## src/hw/rtl/mtt_pkg.sv

```systemverilog
// Shared widths, mode codes and pipeline payload type for the move-toward-target core.
// No dependencies.
package mtt_pkg;

  localparam int CW         = 32;
  localparam int MW         = CW + 1;
  localparam int SW         = 2 * MW;
  localparam int RW         = MW;
  localparam int FW         = 31;
  localparam int NW         = MW + FW;
  localparam int QW         = FW;
  localparam int REM_W      = RW + 3;
  localparam int SQ_STAGES  = RW;
  localparam int DIV_STAGES = QW;

  typedef enum logic [1:0] {
    MODE_MOVE = 2'd0,
    MODE_SNAP = 2'd1,
    MODE_PARK = 2'd2,
    MODE_STAY = 2'd3
  } mode_t;

  typedef struct packed {
    logic [2:0][CW-1:0] cur;
    logic [2:0][CW-1:0] dst;
    logic [2:0][MW-1:0] mag;
    logic [2:0]         neg;
    logic [FW-1:0]      f;
    mode_t              mode;
  } side_t;

endpackage

```

## src/hw/rtl/mtt_div.sv

```systemverilog
// Pipelined restoring divider, one quotient bit per stage, quotient known to fit QW bits.
// Depends on mtt_pkg.
module mtt_div (
  input  logic                   clk,
  input  logic [mtt_pkg::NW-1:0] num_i,
  input  logic [mtt_pkg::RW-1:0] den_i,
  output logic [mtt_pkg::QW-1:0] q_o,
  output logic [mtt_pkg::RW-1:0] rem_o,
  output logic [mtt_pkg::RW-1:0] den_o
);
  import mtt_pkg::*;

  logic [RW-1:0] rem_r [DIV_STAGES];
  logic [QW-1:0] q_r   [DIV_STAGES];
  logic [NW-1:0] num_r [DIV_STAGES];
  logic [RW-1:0] den_r [DIV_STAGES];

  for (genvar j = 0; j < DIV_STAGES; j++) begin : g_stage
    logic [RW-1:0] rem_in;
    logic [QW-1:0] q_in;
    logic [NW-1:0] num_in;
    logic [RW-1:0] den_in;
    logic [RW:0]   t;
    logic          ge;
    logic [RW-1:0] rem_nxt;
    logic [QW-1:0] q_nxt;

    if (j == 0) begin : g_first
      assign rem_in = num_i[NW-1:QW];
      assign q_in   = '0;
      assign num_in = num_i;
      assign den_in = den_i;
    end else begin : g_rest
      assign rem_in = rem_r[j-1];
      assign q_in   = q_r[j-1];
      assign num_in = num_r[j-1];
      assign den_in = den_r[j-1];
    end

    always_comb begin
      t       = {rem_in, num_in[QW-1-j]};
      ge      = (t >= {1'b0, den_in});
      rem_nxt = ge ? RW'(t - {1'b0, den_in}) : t[RW-1:0];
      q_nxt   = q_in;
      q_nxt[QW-1-j] = ge;
    end

    always_ff @(posedge clk) begin
      rem_r[j] <= rem_nxt;
      q_r[j]   <= q_nxt;
      num_r[j] <= num_in;
      den_r[j] <= den_in;
    end
  end

  assign q_o   = q_r[DIV_STAGES-1];
  assign rem_o = rem_r[DIV_STAGES-1];
  assign den_o = den_r[DIV_STAGES-1];

endmodule

```

## config.mk

```make
export PLATFORM = sky130hd
export DESIGN_NAME = mtt_div
export DESIGN_NICKNAME = d
export VERILOG_FILES = /design/src/hw/rtl/mtt_pkg.sv /design/src/hw/rtl/mtt_div.sv
export SDC_FILE = /design/constraint.sdc
export NUM_CORES = 2
export LEC_CHECK = 0
export BUFFER_PORTS_ARGS = -buffer_cell sky130_fd_sc_hd__clkbuf_2
export CAP_MARGIN = 20
export CORE_MARGIN = 4
export CORE_UTILIZATION = 50
export DETAILED_ROUTE_END_ITERATION = 10
export MAX_ROUTING_LAYER = met4
export PLACE_DENSITY = 0.67
export SLEW_MARGIN = 20
export SYNTH_ARGS = -nofsm -noshare
export SYNTH_HDL_FRONTEND = slang
export SYNTH_MEMORY_MAX_BITS = 65536
export SYNTH_SLANG_ARGS = --single-unit
```

## constraint.sdc

```tcl
create_clock -name clk -period 5.35 [get_ports clk]
set_input_delay 1.3375 -clock clk [delete_from_list [all_inputs] [get_ports clk]]
set_output_delay 1.3375 -clock clk [all_outputs]
set_load 0.02 [all_outputs]
```

==> metrics.cfg <==
[run_status]
outcome=complete, no violations

[job]
drv_cap=0

[cts]
cts.sinks=3007
htreeDepth=5
cts_buffer_depth=4
cts_tree=done
ctsResizeCount=0
cts_buffers=329
root_buffer=clkbuf_16
post_cts_buffers=0
cts_hold_repair.buffers=0
clkSlewWorstSetupHoldPaths_ns=0.06
clk_latency_ns=0.96

[place]
gp_congestion=0.9375
dpl_cell_area_mm2=0.1305
dpl.hpwl_mm=214.9
port_buffers=194

[power]
clockPowerShare_pct=22.2
p_sw_mw=38.16
vdd_drop_max_mv=0.4023
p_leak_nw=65.06
power_frac_seq_pct=32.6
p_int_mw=63.66
power.density_mw_per_mm2=719.5
swShare_pct=37.48
share_comb_of_total_power_pct=45.2

[final_layout]
regArea_mm2=0.06020
multi_input_area_mm2=0.05982
design_area_mm2=0.1415
n_fill_cell=22234
finalNetCount=14479
area_growth_pct=12.09
final_common_cell=dfxtp_1
mostFrequentLayoutCells=dfxtp_1 (3007), inv_1 (1293), a21oi_1 (1257)
post-route-util_pct=56.29
drive_gt1_share_pct=9.050

[logic_synthesis]
synth_area_mm2=0.1263
ys_top_cells_by_area=dfxtp_1 (48%), ha_1 (10%), a21oi_1 (5.0%)
synthAdderAreaFrac_pct=10.63
yosysSeqAreaShare_pct=47.68
synth_compound_area_share_pct=17.36
syn_area_per_cell_um2=9.648
ys_ff_latch=3007
synth_simple_gate_area_share_pct=9.484
synth_top_area_share_pct=47.68
ys.warnings.count=0
ys_types=107
async_flop_share_pct=0
synth_mux_area_share_pct=3.570
synth_top_area_cell=dfxtp_1
synthCells=13086
synth_top_family_by_area=compound AO/OA/AOI/OAI gates
synth-xor-area-share_pct=6.195
synth_nets=14238
synth_edf_count=0
synth_top_flop_cell=dfxtp_1

[sta]
worst_pin_slew_ns=1.079
max_slew_margin_pct=27.88
drv_slew=0
rsz0062_at_grt=no
fin_crit_sh_pct=80.70
tns_ns=0
fin_crit_ns=4.318
hold_violations=0
fmax_ghz=0.2316
setup_viol=0
finClkSkew_ns=0.07891

[grt]
grt_max_degree=66
grt_usage_pct=21.60
antenna_found_initial=5
overflow=0
grt_pass1_vias=85791
grt_first_pass_wirelength_mm=449.1

[hold_path]
min_path_type=reg2reg

[worst_setup_path]
critical_path_buf_inv_count=3
critPathKind=reg2reg
cp_max_fo=43
cp_top_family=compound AO/OA/AOI/OAI gates
cpMostUsedCell=inv_1
cp.required_ns=6.13
worstSetupStartpointType=register
end_kind=register
cp.arrival_ns=5.10
slowest_delay_ns=0.49
slowest_stage=buf_4
path_cells=inv_1 -> ha_1 -> inv_1 -> fa_1 -> a21o_1 -> a21oi_1 -> o211ai_1 -> a22o_1 -> a31oi_1 -> o31a_1 -> o21ai_1 -> nor3_1 -> o21ai_4 -> buf_4 -> mux2_2

[die]
ioPinCount=195
die-area_mm2=0.2606
core_area_mm2=0.2514
die_h_um=510.5
initial_core_util_pct=50.22
fp.dieW_um=510.5
rows=184

[routing]
drt_iter0_markers=5923
routedWlPerCell_um=16.54
vias_per_cell=5.272
first_pass_iters=6
wl_mm=279.7
via_count=89151
drcViolationCount=0
antenna_left=0

==> power by group through the flow <==
stage | sequential, mW | clock, mW | combinational, mW
finish | 33.2 | 22.6 | 46.0
global route | 33.8 | 24.1 | 51.4
CTS | 33.2 | 23.2 | 45.7
detailed placement | 33.6 | 0 | 45.2
global placement | 33.7 | 0 | 44.9
floorplan | 32.1 | 0 | 36.4
==> routing by layer <==
layer | GRT usage (%) | share of wire (%) | up-vias
li1 | - | - | 45596
met1 | 28.51 | 47 | 41108
met2 | 34.39 | 45 | 1927
met3 | 3.150 | 4.9 | 520
met4 | 6.572 | 2.9 | 0
met5 | - | 0 | -
==> registers in the layout, summed over array words and instances, names as in the netlist <==
name	flops
den_r	1023
rem_r	1023
q_r	496
num_r	465
==> synthesized netlist by cell type, drive strengths merged (19+ instances only) <==
| library cell | count |
|---|---|
| a2111oi | 25 |
| a211o | 30 |
| a211oi | 83 |
| a21boi | 26 |
| a21o | 532 |
| a21oi | 1265 |
| a221o | 20 |
| a221oi | 28 |
| a311oi | 19 |
| a31o | 21 |
| a31oi | 89 |
| a41oi | 21 |
| and2 | 52 |
| and3 | 80 |
| and4 | 21 |
| buf | 126 |
| clkbuf | 206 |
| dfxtp | 3007 |
| fa | 31 |
| ha | 1023 |
| inv | 1294 |
| mux2 | 383 |
| mux2i | 19 |
| nand2 | 813 |
| nand2b | 120 |
| nand3 | 195 |
| nand4 | 147 |
| nor2 | 754 |
| nor2b | 126 |
| nor3 | 111 |
| nor4 | 31 |
| o211ai | 50 |
| o21a | 112 |
| o21ai | 819 |
| o21bai | 168 |
| o31ai | 61 |
| or2 | 30 |
| or3 | 23 |
| xnor2 | 550 |
| xor2 | 343 |
==> stage by stage <==
step | setup WS [ns] | hold slack (ns) | instances | power [mW]
4_1_cts | 1.024 | 0.2784 | 16906 | 102.1
3_3_place_gp | 0.4328 | 0.3095 | 16344 | 78.58
6_report | 1.032 | 0.2811 | 16909 | 101.8
3_5_place_dp | 0.4148 | 0.3121 | 16344 | 78.81
5_1_grt | 0.6642 | 0.2864 | 16909 | 109.4
2_1_floorplan | 1.121 | 0.3096 | 13086 | 68.49
==> final timing paths <==
kind	start	endpoint	slack [ns]	depth (start not counted)
min	num_r[5][13]	num_r[6][13]	0.28	0
max reg2reg	num_r[7][22]	rem_r[0][278]	1.03	15
max	num_r[7][22]	rem_r[0][278]	1.03	15
min reg2reg	num_r[5][13]	num_r[6][13]	0.28	0
==> kinds of logic (layout without fill, tap and decap cells) <==
group,count (synthesis),in the layout
AOI/OAI and AO/OA,3534,3534
DFF,3007,3007
and+or+nand+nor,2570,2570
adders and majority gates,1054,1054
muxes,402,402
buffers and inverters,1626,2098
xor gates and xnor gates,893,893
other,0,3
==> area by class of cell <==
class / count / area share [%]
flip-flops and latches: 3007 / 42.54
multi-input cells: 8453 / 42.27
clock buffers: 435 / 6.571
inverters: 1294 / 3.432
well taps: 3348 / 2.960
clock inverters: 127 / 1.177
repair buffers: 242 / 1.047
diodes: 3 / 0.005305
No activity file was read; power rests on OpenSTA's default activity.
